`config.mk`:
```
export PLATFORM = sky130hd
export DESIGN_NAME = jpeg_bit_packer_byte_stuffing_core
export DESIGN_NICKNAME = d
export VERILOG_FILES = /design/src/hw/rtl/jbp_pkg.sv /design/src/hw/rtl/jbp_front.sv /design/src/hw/rtl/jbp_queue.sv /design/src/hw/rtl/jbp_back.sv /design/src/hw/rtl/jpeg_bit_packer_byte_stuffing_core.sv
export SDC_FILE = /design/constraint.sdc
export NUM_CORES = 1
export LEC_CHECK = 0
export BUFFER_PORTS_ARGS = -buffer_cell sky130_fd_sc_hd__buf_2
export CORE_MARGIN = 2
export CORE_UTILIZATION = 60
export DETAILED_ROUTE_END_ITERATION = 10
export PLACE_DENSITY = 0.86
export SYNTH_ARGS = -nofsm -noshare
export SYNTH_HDL_FRONTEND = slang
export SYNTH_HIERARCHICAL = 1
export SYNTH_SLANG_ARGS = --single-unit
```
`constraint.sdc`:
```
create_clock -name clk -period 4.8 [get_ports clk]
set_input_delay 0.48 -clock clk [delete_from_list [all_inputs] [get_ports clk]]
set_output_delay 0.48 -clock clk [all_outputs]
set_load 0.1 [all_outputs]
```
`src/hw/rtl/jbp_pkg.sv`:
```
package jbp_pkg;

    // Default longest code, in bits
    localparam int MAX_CODE_BITS_DEF = 16;

    // Width of the code value field
    localparam int CODE_W = 16;

    // Width of the code length field
    localparam int LEN_W = 5;

    // Depth of the queue between front and back
    localparam int Q_DEPTH = 2;

    // Byte that forces a stuffed zero after it
    localparam logic [7:0] BYTE_ALL_ONES = 8'hFF;

    // Zero byte inserted after an all-ones byte
    localparam logic [7:0] STUFF_BYTE = 8'h00;

    // Bit position of the most significant free bit
    localparam logic [2:0] TOP_BIT_POS = 3'd7;

endpackage

```
`src/hw/rtl/jbp_front.sv`:
```
module jbp_front
    import jbp_pkg::*;
#(
    parameter int MAX_CODE_BITS = MAX_CODE_BITS_DEF,
    localparam int NB = (7 + MAX_CODE_BITS) / 8,
    localparam int NBW = $clog2(NB + 1),
    localparam int ENT_W = NB * 8 + NBW
)
(
    input  logic              clk,
    input  logic              rst_n,
    input  logic              accept,
    input  logic [CODE_W-1:0] code_bits,
    input  logic [LEN_W-1:0]  code_len,
    input  logic              flush,
    output logic              push,
    output logic [ENT_W-1:0]  push_data
);

    localparam int WW = 8 * (NB + 1);
    localparam int SW = $clog2(WW + 1);
    localparam int LW = $clog2(MAX_CODE_BITS + 1);
    localparam int TW = $clog2(7 + MAX_CODE_BITS + 1);

    logic [7:0]          pend_reg;
    logic [7:0]          pend_next;
    logic [2:0]          free_reg;
    logic [2:0]          free_next;

    logic [2:0]          nfill;
    logic [LW-1:0]       len_sat;
    logic [CODE_W-1:0]   code_m;
    logic [SW-1:0]       sh;
    logic [WW-1:0]       win;
    logic [TW-1:0]       total;
    logic [NBW-1:0]      nb_code;
    logic [7:0]          pend_code;
    logic [7:0]          pad;
    logic [7:0]          flush_byte;
    logic [NB*8-1:0]     bytes_code;

    // Place the code below the bits already pending, left aligned
    always_comb
    begin
        nfill = TOP_BIT_POS - free_reg;
        if (6'(code_len) > 6'(MAX_CODE_BITS))
        begin
            len_sat = LW'(MAX_CODE_BITS);
        end
        else
        begin
            len_sat = LW'(code_len);
        end
        if (6'(len_sat) >= 6'(CODE_W))
        begin
            code_m = code_bits;
        end
        else
        begin
            code_m = code_bits & ((CODE_W'(1) << len_sat) - CODE_W'(1));
        end
        sh = SW'(WW) - SW'(nfill) - SW'(len_sat);
        win = {pend_reg, (WW-8)'(0)} | (WW'(code_m) << sh);
        total = TW'(nfill) + TW'(len_sat);
        nb_code = NBW'(total >> 3);
        for (int k = 0; k < NB; k++)
        begin
            bytes_code[8*k +: 8] = win[WW-1-8*k -: 8];
        end
        pend_code = 8'h00;
        for (int k = 0; k <= NB; k++)
        begin
            if (NBW'(k) == nb_code)
            begin
                pend_code = win[WW-1-8*k -: 8];
            end
        end
    end

    // Pad the free low bits with ones on flush
    assign pad        = ~(8'hFF << (4'(free_reg) + 4'd1));
    assign flush_byte = pend_reg | pad;

    // Select the work for the back end and the next state
    always_comb
    begin
        if (flush)
        begin
            push      = accept && (free_reg != TOP_BIT_POS);
            push_data = {NBW'(1), (NB*8)'(flush_byte)};
            pend_next = 8'h00;
            free_next = TOP_BIT_POS;
        end
        else
        begin
            push      = accept && (nb_code != '0);
            push_data = {nb_code, bytes_code};
            pend_next = pend_code;
            free_next = TOP_BIT_POS - total[2:0];
        end
    end

    // Hold the partial byte between items
    always_ff @(posedge clk or negedge rst_n)
    begin
        if (!rst_n)
        begin
            pend_reg <= 8'h00;
            free_reg <= TOP_BIT_POS;
        end
        else if (accept)
        begin
            pend_reg <= pend_next;
            free_reg <= free_next;
        end
    end

endmodule

```
`src/hw/rtl/jbp_queue.sv`:
```
module jbp_queue
    import jbp_pkg::*;
#(
    parameter int ENT_W = 8
)
(
    input  logic             clk,
    input  logic             rst_n,
    input  logic             push,
    input  logic [ENT_W-1:0] push_data,
    output logic             full,
    output logic             head_valid,
    output logic [ENT_W-1:0] head_data,
    input  logic             pop
);

    localparam int AW = (Q_DEPTH > 1) ? $clog2(Q_DEPTH) : 1;
    localparam int CW = $clog2(Q_DEPTH + 1);

    logic [ENT_W-1:0] ent_reg [Q_DEPTH];
    logic [AW-1:0]    wr_ptr_reg;
    logic [AW-1:0]    wr_ptr_next;
    logic [AW-1:0]    rd_ptr_reg;
    logic [AW-1:0]    rd_ptr_next;
    logic [CW-1:0]    cnt_reg;
    logic [CW-1:0]    cnt_next;

    assign full       = (cnt_reg == CW'(Q_DEPTH));
    assign head_valid = (cnt_reg != '0);
    assign head_data  = ent_reg[rd_ptr_reg];

    // Advance pointers and the fill count
    always_comb
    begin
        wr_ptr_next = wr_ptr_reg;
        rd_ptr_next = rd_ptr_reg;
        cnt_next    = cnt_reg;
        if (push)
        begin
            wr_ptr_next = (wr_ptr_reg == AW'(Q_DEPTH - 1)) ? '0 : wr_ptr_reg + AW'(1);
        end
        if (pop)
        begin
            rd_ptr_next = (rd_ptr_reg == AW'(Q_DEPTH - 1)) ? '0 : rd_ptr_reg + AW'(1);
        end
        if (push && !pop)
        begin
            cnt_next = cnt_reg + CW'(1);
        end
        else if (pop && !push)
        begin
            cnt_next = cnt_reg - CW'(1);
        end
    end

    always_ff @(posedge clk or negedge rst_n)
    begin
        if (!rst_n)
        begin
            wr_ptr_reg <= '0;
            rd_ptr_reg <= '0;
            cnt_reg    <= '0;
        end
        else
        begin
            wr_ptr_reg <= wr_ptr_next;
            rd_ptr_reg <= rd_ptr_next;
            cnt_reg    <= cnt_next;
        end
    end

    // Store the entry
    always_ff @(posedge clk)
    begin
        if (push)
        begin
            ent_reg[wr_ptr_reg] <= push_data;
        end
    end

endmodule

```
`src/hw/rtl/jbp_back.sv`:
```
module jbp_back
    import jbp_pkg::*;
#(
    parameter int MAX_CODE_BITS = MAX_CODE_BITS_DEF,
    localparam int NB = (7 + MAX_CODE_BITS) / 8,
    localparam int NBW = $clog2(NB + 1),
    localparam int ENT_W = NB * 8 + NBW
)
(
    input  logic             clk,
    input  logic             rst_n,
    input  logic             head_valid,
    input  logic [ENT_W-1:0] head_data,
    output logic             pop,
    output logic             m_tvalid,
    input  logic             m_tready,
    output logic [7:0]       m_tdata,
    output logic             m_tlast
);

    localparam int IW = (NB > 1) ? $clog2(NB) : 1;

    logic [IW-1:0]  idx_reg;
    logic [IW-1:0]  idx_next;
    logic           stuff_reg;
    logic           stuff_next;
    logic           vld_reg;
    logic           vld_next;
    logic [7:0]     data_reg;
    logic [7:0]     data_next;
    logic           last_reg;
    logic           last_next;

    logic [NBW-1:0] head_nb;
    logic [7:0]     cur_byte;
    logic           is_final;
    logic           load;

    assign head_nb  = head_data[ENT_W-1 -: NBW];
    assign is_final = ((NBW'(idx_reg) + NBW'(1)) == head_nb);
    assign load     = !vld_reg || m_tready;

    // Pick the current byte of the entry
    always_comb
    begin
        cur_byte = 8'h00;
        for (int k = 0; k < NB; k++)
        begin
            if (IW'(k) == idx_reg)
            begin
                cur_byte = head_data[8*k +: 8];
            end
        end
    end

    // Step through the entry one byte a cycle while the output register can load, inserting the stuffed zero
    always_comb
    begin
        idx_next   = idx_reg;
        stuff_next = stuff_reg;
        vld_next   = vld_reg;
        data_next  = data_reg;
        last_next  = last_reg;
        pop        = 1'b0;
        if (load)
        begin
            vld_next = head_valid;
            if (head_valid)
            begin
                if (stuff_reg)
                begin
                    data_next  = STUFF_BYTE;
                    last_next  = is_final;
                    stuff_next = 1'b0;
                    pop        = is_final;
                    idx_next   = is_final ? '0 : idx_reg + IW'(1);
                end
                else if (cur_byte == BYTE_ALL_ONES)
                begin
                    data_next  = cur_byte;
                    last_next  = 1'b0;
                    stuff_next = 1'b1;
                end
                else
                begin
                    data_next = cur_byte;
                    last_next = is_final;
                    pop       = is_final;
                    idx_next  = is_final ? '0 : idx_reg + IW'(1);
                end
            end
        end
    end

    always_ff @(posedge clk or negedge rst_n)
    begin
        if (!rst_n)
        begin
            idx_reg   <= '0;
            stuff_reg <= 1'b0;
            vld_reg   <= 1'b0;
        end
        else
        begin
            idx_reg   <= idx_next;
            stuff_reg <= stuff_next;
            vld_reg   <= vld_next;
        end
    end

    // Output word register
    always_ff @(posedge clk)
    begin
        data_reg <= data_next;
        last_reg <= last_next;
    end

    assign m_tvalid = vld_reg;
    assign m_tdata  = data_reg;
    assign m_tlast  = last_reg;

endmodule

```
`src/hw/rtl/jpeg_bit_packer_byte_stuffing_core.sv`:
```
// Channel | Dir | Signals                      | Contents
// s       | in  | s_tvalid s_tready s_tdata    | code word: code_bits, code_len
//         |     | s_tuser                      | flush
// m       | out | m_tvalid m_tready m_tdata    | out_byte
//         |     | m_tlast                      | last_of_run
//
// The front takes one word a cycle while the queue has room and folds it into
// the pending byte in that same cycle; zero-length codes and empty flushes
// leave nothing for the back.
// The back sends one byte a cycle from its output register while m is ready, and
// a word produces up to 2*NB bytes, stuffed zeros included.
// Reset clears the pending byte, the queue and the output valid flag, not the output data.
// A stall on m fills the two-entry queue, after which s_tready drops.
module jpeg_bit_packer_byte_stuffing_core
    import jbp_pkg::*;
#(
    parameter int MAX_CODE_BITS = MAX_CODE_BITS_DEF
)
(
    input  logic        clk,
    input  logic        rst_n,
    input  logic        s_tvalid,
    output logic        s_tready,
    input  logic [23:0] s_tdata,   // [15:0] code_bits, [20:16] code_len, [23:21] zero
    input  logic        s_tuser,   // [0] flush
    output logic        m_tvalid,
    input  logic        m_tready,
    output logic [7:0]  m_tdata,   // [7:0] out_byte
    output logic        m_tlast
);

    localparam int NB = (7 + MAX_CODE_BITS) / 8;
    localparam int NBW = $clog2(NB + 1);
    localparam int ENT_W = NB * 8 + NBW;

    logic             accept;
    logic             push;
    logic [ENT_W-1:0] push_data;
    logic             q_full;
    logic             head_valid;
    logic [ENT_W-1:0] head_data;
    logic             pop;

    assign s_tready = !q_full;
    assign accept   = s_tvalid && s_tready;

    jbp_front #(
        .MAX_CODE_BITS (MAX_CODE_BITS)
    ) u_front (
        .clk       (clk),
        .rst_n     (rst_n),
        .accept    (accept),
        .code_bits (s_tdata[CODE_W-1:0]),
        .code_len  (s_tdata[CODE_W +: LEN_W]),
        .flush     (s_tuser),
        .push      (push),
        .push_data (push_data)
    );

    jbp_queue #(
        .ENT_W (ENT_W)
    ) u_queue (
        .clk        (clk),
        .rst_n      (rst_n),
        .push       (push),
        .push_data  (push_data),
        .full       (q_full),
        .head_valid (head_valid),
        .head_data  (head_data),
        .pop        (pop)
    );

    jbp_back #(
        .MAX_CODE_BITS (MAX_CODE_BITS)
    ) u_back (
        .clk        (clk),
        .rst_n      (rst_n),
        .head_valid (head_valid),
        .head_data  (head_data),
        .pop        (pop),
        .m_tvalid   (m_tvalid),
        .m_tready   (m_tready),
        .m_tdata    (m_tdata),
        .m_tlast    (m_tlast)
    );

endmodule

```
==> impl_results.md, run 1 <==
* H-tree level count at 3
* Leading area contributor after synthesis: edfxtp_1
* Final count of negative-setup-slack endpoints at 0
* Path type of the worst min-delay path: input port to asynchronous set/reset pin
* Required time of the critical path at 5.04 ns
* GR Util All Layers at 0.3186
* Share of the yosys chip area belonging to registers at 0.3739
* Largest net degree at the start of global routing at 29
* Largest cells by area after synthesis: edfxtp_1 28%, dfrtp_1 7.8%, ha_1 4.1%
* Die height at 93.71 um
* Ports at 40
* Critical path class: flip-flop to flip-flop
* Unrepaired setup endpoints after global routing: false
* Minimum clock period at 3.829 ns
* Final ANT Viol Nets at 0
* Clock Tree Root: clkbuf_8
* Initial DRC count at 581
* Die extent in x at 93.71 um
* Vias per cell at 6.733
* Kind of end point of the critical path: flip-flop
* Final Skew at 0.005616 ns
* Synthesized flop and latch total at 63
* Wirelength per Cell at 20.37 um
* Site Rows at 32
* CTS tree: yes
* Synthesized Nets at 569
* Mapped Cells at 522
* Fin crit share at 0.7976
* Yosys top cell area share at 0.2799
* TritonCTS Buffers at 9
* # fillers at 616
* Routed wire length at 13.40 mm
* Post-synthesis cell type count at 73
* Via count at 4430
* Ys async rst share at 0.2857
* Flip-flop count of the largest register after layout at 36
* Starting Density at 0.6216
* FF/Latch Area at 1805 um2
* Startpoint Class: flip-flop
* Layout cells sized above 1 at 0.1763
* Synthesis-to-finish area growth at 10.70%
* Antenna violations before repair at 0
* Post-CTS sizing at 0
* Drt pass-1 iters at 6
* Fmax at 261.2 MHz
* Sink Count at 63
* Clock transition at path regs at 0.07 ns
* Post-CTS setup buffer count at 0
* Final hold vios at 0
* Final GP Congestion at 0.9498
* Post-route DRC at 0
* N_diodes at 0
* Total grt overflow at 0
* Area of the multi-input gates at 2775 um2
* Max FO, Critical Path at 10
* Yosys warns at 6
* First-pass GRT wire length at 21.53 mm
* Synth Cell Area at 4828 um2
* CTS max path bufs at 2
* Max-slew violations at 0
* Slew HR at 0.3537
* Layout Nets at 598
* IO Port Bufs at 36
* Setup TNS at 0 ns
* Dpl hpwl at 9.896 mm
* # Max-Cap Violations at 0
* Worst path arrival time at 4.06 ns
* Least-Margin Pin Slew at 0.9613 ns
* Most common cell after layout, fill and taps aside: nor2_1
* Core ar. at 7767 um2
* Number of synthesized flops with an enable pin at 45
* Commonest register cell after synthesis: edfxtp_1
* Syn Area/Cell at 9.250 um2
* Commonest cells after routing, fill and taps aside: 51 x nor2_1, 45 x edfxtp_1, 44 x nand2_1, 37 x a21oi_1, 36 x buf_2
* Post-CTS Hold Buffers at 0
* Die area at 8781 um2
* Number of global-route vias before repair at 4268
* Outcome: completed
* Worst-Skew Late Latency at 0.35 ns
worst max-delay path, cell delays in order, from the launching register on:
cell       delay [ns]
dfstp_2          0.57
inv_1            0.10
ha_1             0.31
inv_1            0.05
ha_1             0.24
fa_1             0.46
xor2_1           0.61
nor3_1           0.27
a2111oi_0        0.74
mux2i_1          0.16
a21o_1           0.21
final cells by class:
| type | count | area share |
|---|---|---|
| multi-input cells | 403 | 0.5192 |
| flip-flops and latches | 63 | 0.3378 |
| repair buffers | 48 | 0.05056 |
| clock inverters | 7 | 0.02715 |
| well taps | 102 | 0.02388 |
| clock buffers | 9 | 0.02317 |
| inverters | 26 | 0.01826 |
path summary, 6_finish.rpt:
kind                                     start  cells past startpoint                  end  slack [ns]
min in group clk                      m_tready                      3      u_back/m_tvalid        0.43
hold / removal                           rst_n                      1  u_front/pend_reg[6]        0.08
setup / recovery           u_front/free_reg[1]                     10  u_front/pend_reg[4]        0.97
setup reg to reg           u_front/free_reg[1]                     10  u_front/pend_reg[4]        0.97
max in group asynchronous                rst_n                      1  u_front/free_reg[2]        4.38
hold reg to reg             u_queue/wr_ptr_reg                      1   u_queue/wr_ptr_reg        0.50
routing by layer:
layer | routed length, um | up-vias | GRT usage | part of all wire
li1 | - | 2036 | - | -
met1 | 5204 | 2061 | 0.3777 | 0.39
met2 | 6474 | 256 | 0.5542 | 0.48
met3 | 914 | 77 | 0.04735 | 0.068
met4 | 807 | 0 | 0.1727 | 0.060
met5 | 0 | - | 0 | 0
Yosys cell counts, types with 13 or more instances:
cell and count:
nor3_1 13, clkbuf_1 19, ha_1 16, nor2_1 51, a21oi_1 37, inv_1 25
nand2_1 44, a31oi_1 13, dfrtp_1 15, mux2i_1 15, edfxtp_1 45, o21ai_0 20
mux2_2 13
cell families (layout without fill, tap and decap cells):
logic type / after synthesis / in the layout / share of synthesized area
flops: 63 / 63 / 0.3739
simple gates: 172 / 172 / 0.1762
buf+inv: 56 / 90 / 0.05131
fa+ha+maj: 18 / 18 / 0.04975
xor+xnor: 11 / 11 / 0.01995
mux: 39 / 39 / 0.09640
compound gates: 163 / 163 / 0.2325
per-stage QoR:
step	utilization	instance area (um2)	std cells	hold slack (ns)	worst slack, ns
finish	0.6881	5345	658	0.08092	0.9715
floorplan	-	4828	522	0.1844	0.7331
global route	0.6881	5345	658	0.08715	0.6948
CTS	0.6881	5345	658	0.07748	1.101
detailed placement	0.6535	5076	642	0.4470	0.7592
global placement	0.6535	5076	642	0.4433	0.8488
Power of run 1 is left out: the tool's default activity adds up to more than one toggle a clock period on the data nets, which glitch-free logic cannot reach.
==> run 2, diff against run 1 <==
--- a/config.mk
+++ b/config.mk
@@ -7,9 +7,9 @@
 export LEC_CHECK = 0
 export BUFFER_PORTS_ARGS = -buffer_cell sky130_fd_sc_hd__buf_2
 export CORE_MARGIN = 2
-export CORE_UTILIZATION = 60
+export CORE_UTILIZATION = 55
 export DETAILED_ROUTE_END_ITERATION = 10
-export PLACE_DENSITY = 0.86
+export PLACE_DENSITY = 0.83
 export SYNTH_ARGS = -nofsm -noshare
 export SYNTH_HDL_FRONTEND = slang
 export SYNTH_HIERARCHICAL = 1
==> constraint.sdc (replaced) <==
create_clock -name clk -period 3.51 [get_ports clk]
set_input_delay 0.351 -clock clk [delete_from_list [all_inputs] [get_ports clk]]
set_output_delay 0.351 -clock clk [all_outputs]
set_load 0.1 [all_outputs]
==> run 2 against run 1 <==
Against the previous run: maximum frequency increased by 15%; wire length decreased by 1.0%; setup slack got worse by 0.80 ns; largest cell class unchanged; critical path depth rose by 3; core utilization decreased by 5.2 points; non-clock buffer count rose by 25; global-route usage is 5.0 points lower; die area up 8.7%; critical endpoint is now u_front/pend_reg[3].
==> impl_results.md, run 2 (synthesis gave the netlist of run 1 again) <==
* Final ANT Viol Nets at 0
* M1 GR Usage at 0.3119
* Worst-Skew Late Latency at 0.33 ns
* Clock Tree Root: clkbuf_8
* Vias per cell at 6.681
* Number of global-route vias before repair at 4238
* Sink Count at 63
* Area of the multi-input gates at 2814 um2
* Routing usage on met2 at 0.4594
* Die area at 9544 um2
* Ordered list of cells on the worst path: inv_1, ha_1, inv_1, ha_1, fa_2, inv_1, buf_4, o21ai_0, a41oi_1, o21ai_0, a311o_1, nand2_1, o2bb2ai_1
* FF/Latch Area at 1805 um2
* Layout Nets at 623
* Die height at 97.70 um
* Via count at 4603
* Unrepaired setup endpoints after global routing: false
* Max FO, Critical Path at 14
* Slowest cell on crit path: dfstp_2
* Final GP Congestion at 1.009
* Drt pass-1 iters at 6
* Required time of the critical path at 3.76 ns
* Outcome: completed
* Initial DRC count at 424
* Layout cells sized above 1 at 0.2186
* Setup TNS at 0 ns
* Routed wire length at 13.26 mm
* Ports at 40
* Antenna violations before repair at 0
* Gr busiest metal: met2
* Fmax at 299.6 MHz
* Critical path's most frequent cell: inv_1
* Slew HR at 0.3915
* # fillers at 705
* Site Rows at 34
* GR Util All Layers at 0.2684
* Kind of end point of the critical path: flip-flop
* Met3 Track Usage GR at 0.03957
* Commonest cells after routing, fill and taps aside: 50 x nor2_1, 45 x edfxtp_1, 44 x nand2_1, 37 x a21oi_1, 36 x buf_2
* Most common cell after layout, fill and taps aside: nor2_1
* Largest net degree at the start of global routing at 26
* Post-route DRC at 0
* Dpl hpwl at 9.841 mm
* Clock transition at path regs at 0.06 ns
* Minimum clock period at 3.337 ns
* N_diodes at 0
* CTS max path bufs at 2
* Least-Margin Pin Slew at 0.9050 ns
* CTS tree: yes
* TritonCTS Buffers at 9
* Fin crit share at 0.9508
* Die extent in x at 97.70 um
* Max-slew violations at 0
* # Max-Cap Violations at 0
* Total grt overflow at 0
* Max stage delay on crit path at 0.58 ns
* Path type of the worst min-delay path: input port to flip-flop
* Synthesis-to-finish area growth at 13.73%
* Starting Density at 0.5591
* Critical path class: flip-flop to flip-flop
* IO Port Bufs at 36
* H-tree level count at 3
* Core ar. at 8636 um2
* Final Skew at 0.005857 ns
* Startpoint Class: flip-flop
* Final count of negative-setup-slack endpoints at 0
* Wirelength per Cell at 19.25 um
* First-pass GRT wire length at 20.48 mm
* Final hold vios at 0
* Flip-flop count of the largest register after layout at 36
* Worst path arrival time at 3.58 ns
[run 2: changes by cell type in the layout (fill, tap and decap cells not counted), sizes merged]
| cell | change |
|---|---|
| bufinv | -4 |
| buf | +24 |
| clkbuf | +3 |
| clkinv | +1 |
| dlygate4sd3 | +1 |
[run 2: what timing repair did]
item / 4_1_cts / 5_1_grt
hold endpoints to repair: 15 / 0
endpoints found under the setup margin: 0 / 27
setup buffers: 0 / 1
gates resized for setup: 0 / 7
hold buffers: 1 / 0
[run 2: layer usage]
| metal | share of wire | routed length (um) | vias to the layer above |
|---|---|---|---|
| li1 | - | - | 2078 |
| met1 | 0.38 | 5016 | 2133 |
| met2 | 0.48 | 6311 | 311 |
| met3 | 0.081 | 1079 | 81 |
| met4 | 0.064 | 854 | 0 |
| met5 | 0 | 0 | - |
[run 2: final timing paths]
path / startpoint / to / slack, ns / cells after the start
hold reg to reg: u_queue/cnt_reg[1] / u_queue/cnt_reg[1] / 0.48 / 1
setup reg to reg: u_front/free_reg[1] / u_front/pend_reg[3] / 0.17 / 13
hold / removal: m_tready / u_back/m_tvalid / 0.31 / 3
max in group asynchronous: rst_n / u_front/free_reg[1] / 2.66 / 2
min in group asynchronous: rst_n / u_back/stuff_reg / 0.50 / 2
setup / recovery: u_front/free_reg[1] / u_front/pend_reg[3] / 0.17 / 13
[run 2: area by class of cell]
cell class,instances,area share
clock buffers,12,0.02643
clock inverters,4,0.003873
inverters,26,0.01777
multi-input cells,403,0.5124
flip-flops and latches,63,0.3288
well taps,108,0.02461
repair buffers,73,0.08612
[run 2: through the flow]
stage	util	instance area, um2	hold slack, ns	setup slack (ns)	cells
3_3_place_gp	0.6097	5265	0.3228	0.07857	671
6_report	0.6359	5492	0.3065	0.1726	689
5_1_grt	0.6359	5492	0.2901	0.05208	689
4_1_cts	0.6301	5441	0.2971	0.1457	688
3_5_place_dp	0.6097	5265	0.3234	0.04632	671
2_1_floorplan	-	4838	0.05541	0.01749	522
[run 2: critical path: cells and delay by family (launching register included)]
family          cells  cell delay [ns]
buf+inv             4             0.51
simple gates        1             0.09
flops               1             0.58
compound gates      5             1.03
fa+ha+maj           3             1.05
Power of run 2 is left out for the same reason.
==> run 3, diff against run 2 <==
--- a/config.mk
+++ b/config.mk
@@ -12,5 +12,4 @@
 export PLACE_DENSITY = 0.83
 export SYNTH_ARGS = -nofsm -noshare
 export SYNTH_HDL_FRONTEND = slang
-export SYNTH_HIERARCHICAL = 1
 export SYNTH_SLANG_ARGS = --single-unit
==> run 3 against run 2 <==
Against the previous run: critical path depth fell by 2; sequential share of layout area fell by 0.60 points; clock skew increased by 0.0035 ns; global-route usage is 2.3 points higher; core utilization grew 3.8 points; cell count fell by 0.29%; setup slack worse by 0.018 ns; register-to-register slack about the same; die area decreased by 1.6%; critical endpoint is now u_queue.ent_reg[1][5].
==> impl_results.md, run 3 <==
* Synth Area in Simple Gates at 0.1889
* XOR/XNOR share of the synthesized area at 0.02213
* Die height at 96.93 um
* Commonest cells after routing, fill and taps aside: 61 x buf_4, 45 x edfxtp_1, 38 x nand2_1, 36 x buf_2, 32 x nor2_1
* Post-synthesis cell type count at 70
* Drt pass-1 iters at 7
* Ys async rst share at 0.2857
* Max stage delay on crit path at 0.53 ns
* Synth top cells by count: 45 x edfxtp_1, 38 x nand2_1, 33 x nor2_1
* Hold path start: m_tready
* Worst reg2reg setup slack at 0.16 ns
* Syn Area/Cell at 9.405 um2
* Wirelength per Cell at 19.66 um
* Max FO, Critical Path at 13
* # Max-Cap Violations at 0
* Most common cell after layout, fill and taps aside: buf_4
* Initial DRC count at 399
* Least-Margin Pin Slew at 0.6980 ns
* Core ar. at 8299 um2
* TritonCTS Buffers at 9
* Layout cells sized above 1 at 0.2543
* Number of global-route vias before repair at 4494
* Hold Path End: u_back.m_tvalid
* Largest net degree at the start of global routing at 30
* Clock Tree Root: clkbuf_8
* Layout Nets at 623
* Path type of the worst min-delay path: input port to flip-flop
* Adder-Cell Fraction of Synth Area at 0.04795
* Setup TNS at 0 ns
* Final GP Congestion at 0.9755
* Hold Slack at 0.2229 ns
* N_diodes at 0
* Largest cells by area after synthesis: edfxtp_1 28%, dfrtp_1 7.9%, ha_1 4.0%
* Ordered list of cells on the worst path: buf_2, or4_1, or2_2, ha_1, buf_4, a221oi_2, nor3_1, o22a_1, a311o_1, a2111oi_4, a31oi_1
* Placed Cells at 670
* Synthesis-to-finish area growth at 17.78%
* Starting Density at 0.5723
* Final Skew at 0.009373 ns
* Final ANT Viol Nets at 0
* Flip-flop count of the largest register after layout at 36
* Required time of the critical path at 3.54 ns
* Worst R2R Start: u_front.free_reg[1]
* Clock transition at path regs at 0.06 ns
* Hold depth at 2
* Number of synthesized flops with an enable pin at 45
* Total grt overflow at 0
* Final hold vios at 0
* Synthesized flop and latch total at 63
* Max-slew violations at 0
* Share of the yosys chip area belonging to registers at 0.3801
* Startpoint Class: input port
* Synthesized Nets at 551
* Ports at 40
* Minimum clock period at 3.356 ns
* Yosys top cell area share at 0.2845
* Site Rows at 33
* Mapped Cells at 505
* Area of the multi-input gates at 2754 um2
* Combinational family with the most area after synthesis: compound AO/OA/AOI/OAI gates
* Yosys warns at 0
* Worst-Skew Late Latency at 0.33 ns
* Worst r2r path cells at 12
* Kind of end point of the critical path: flip-flop
* Fin crit share at 0.9561
* Sink Count at 63
* Cell Count, Final, Fillers Out at 687
* GR Util All Layers at 0.2912
* Unrepaired setup endpoints after global routing: false
* Critical path class: input port to flip-flop
* Dpl hpwl at 10.36 mm
* Antenna violations before repair at 0
* Worst r2r dst: u_queue.ent_reg[1][4]
* Commonest register cell after synthesis: edfxtp_1
* Mux share of post-synthesis cell area at 0.05638
* # fillers at 646
* Post-route DRC at 0
* FF/Latch Area at 1805 um2
* Leading area contributor after synthesis: edfxtp_1
* Slowest cell on crit path: or4_1
* Slew HR at 0.5281
* Top-count cell post-synth: edfxtp_1
* Outcome: completed
* Synth Cell Area at 4750 um2
* Via count at 4566
* First-pass GRT wire length at 22.18 mm
* Compound-gate portion of the synthesized area at 0.2547
* Fmax at 298.0 MHz
* Worst path arrival time at 3.39 ns
* Final count of negative-setup-slack endpoints at 0
* CTS tree: yes
* Routed wire length at 13.51 mm
* CTS max path bufs at 2
* Die extent in x at 96.93 um
* IO Port Bufs at 36
* Die area at 9394 um2
* H-tree level count at 3
* Vias per cell at 6.646
run 3: timing repair:
action | CTS | global route
hold endpoints to repair | 15 | 0
endpoints found under the setup margin | 0 | 10
hold buffers | 1 | 0
resized for setup | 0 | 6
buffers inserted | 0 | 0
run 3: how the worst max path moves through the flow:
| stage | from | end | slack (ns) |
|---|---|---|---|
| floorplan | s_tdata[20] | u_queue.ent_reg[0][5] | 0.02 |
| global placement | s_tdata[20] | u_queue.ent_reg[0][5] | -0.06 |
| detailed placement | s_tdata[20] | u_queue.ent_reg[1][5] | -0.19 |
| CTS | u_front.free_reg[1] | u_queue.ent_reg[1][5] | 0.03 |
| global route | s_tdata[20] | u_queue.ent_reg[0][5] | 0.01 |
| finish | s_tdata[20] | u_queue.ent_reg[1][5] | 0.15 |
run 3: per-stage QoR:
step / setup slack, ns / utilization / area (um2)
floorplan: 0.01907 / - / 4772
global placement: -0.06240 / 0.6490 / 5386
detailed placement: -0.1877 / 0.6490 / 5386
CTS: 0.03024 / 0.6704 / 5564
global route: 0.01049 / 0.6741 / 5594
finish: 0.1541 / 0.6741 / 5594
run 3: cells by family (layout without fill, tap and decap cells):
group	after synthesis	after routing
AO/OA/AOI/OAI	169	169
multiplexers	16	16
buffers and inverters	59	136
XOR/XNOR	12	12
AND/OR/NAND/NOR	169	169
flip-flops	63	63
adder cells (fa/ha/maj)	17	17
run 3: worst max-delay path: cells and delay by family:
kind                       cells  cell delay, ns
AOI/OAI and AO/OA              5            1.40
and+or+nand+nor                3            0.94
buffers and inverters          2            0.35
adders and majority gates      1            0.33
run 3: layer usage:
metal  wire [um]  GRT usage  vias up
met5           0          0        -
met2        6783     0.5240      240
met4         629     0.1398        0
met1        5376     0.3451     2162
li1            -          -     2113
met3         718    0.03251       51
run 3: area by class of cell:
| class | count | area share |
|---|---|---|
| Multi-Input combinational cell | 383 | 0.4923 |
| Sequential cell | 63 | 0.3227 |
| Timing Repair Buffer | 98 | 0.1159 |
| Clock buffer | 12 | 0.02594 |
| Tap cell | 105 | 0.02348 |
| Inverter | 22 | 0.01566 |
| Clock inverter | 4 | 0.004026 |
Power of run 3 is left out for the same reason.
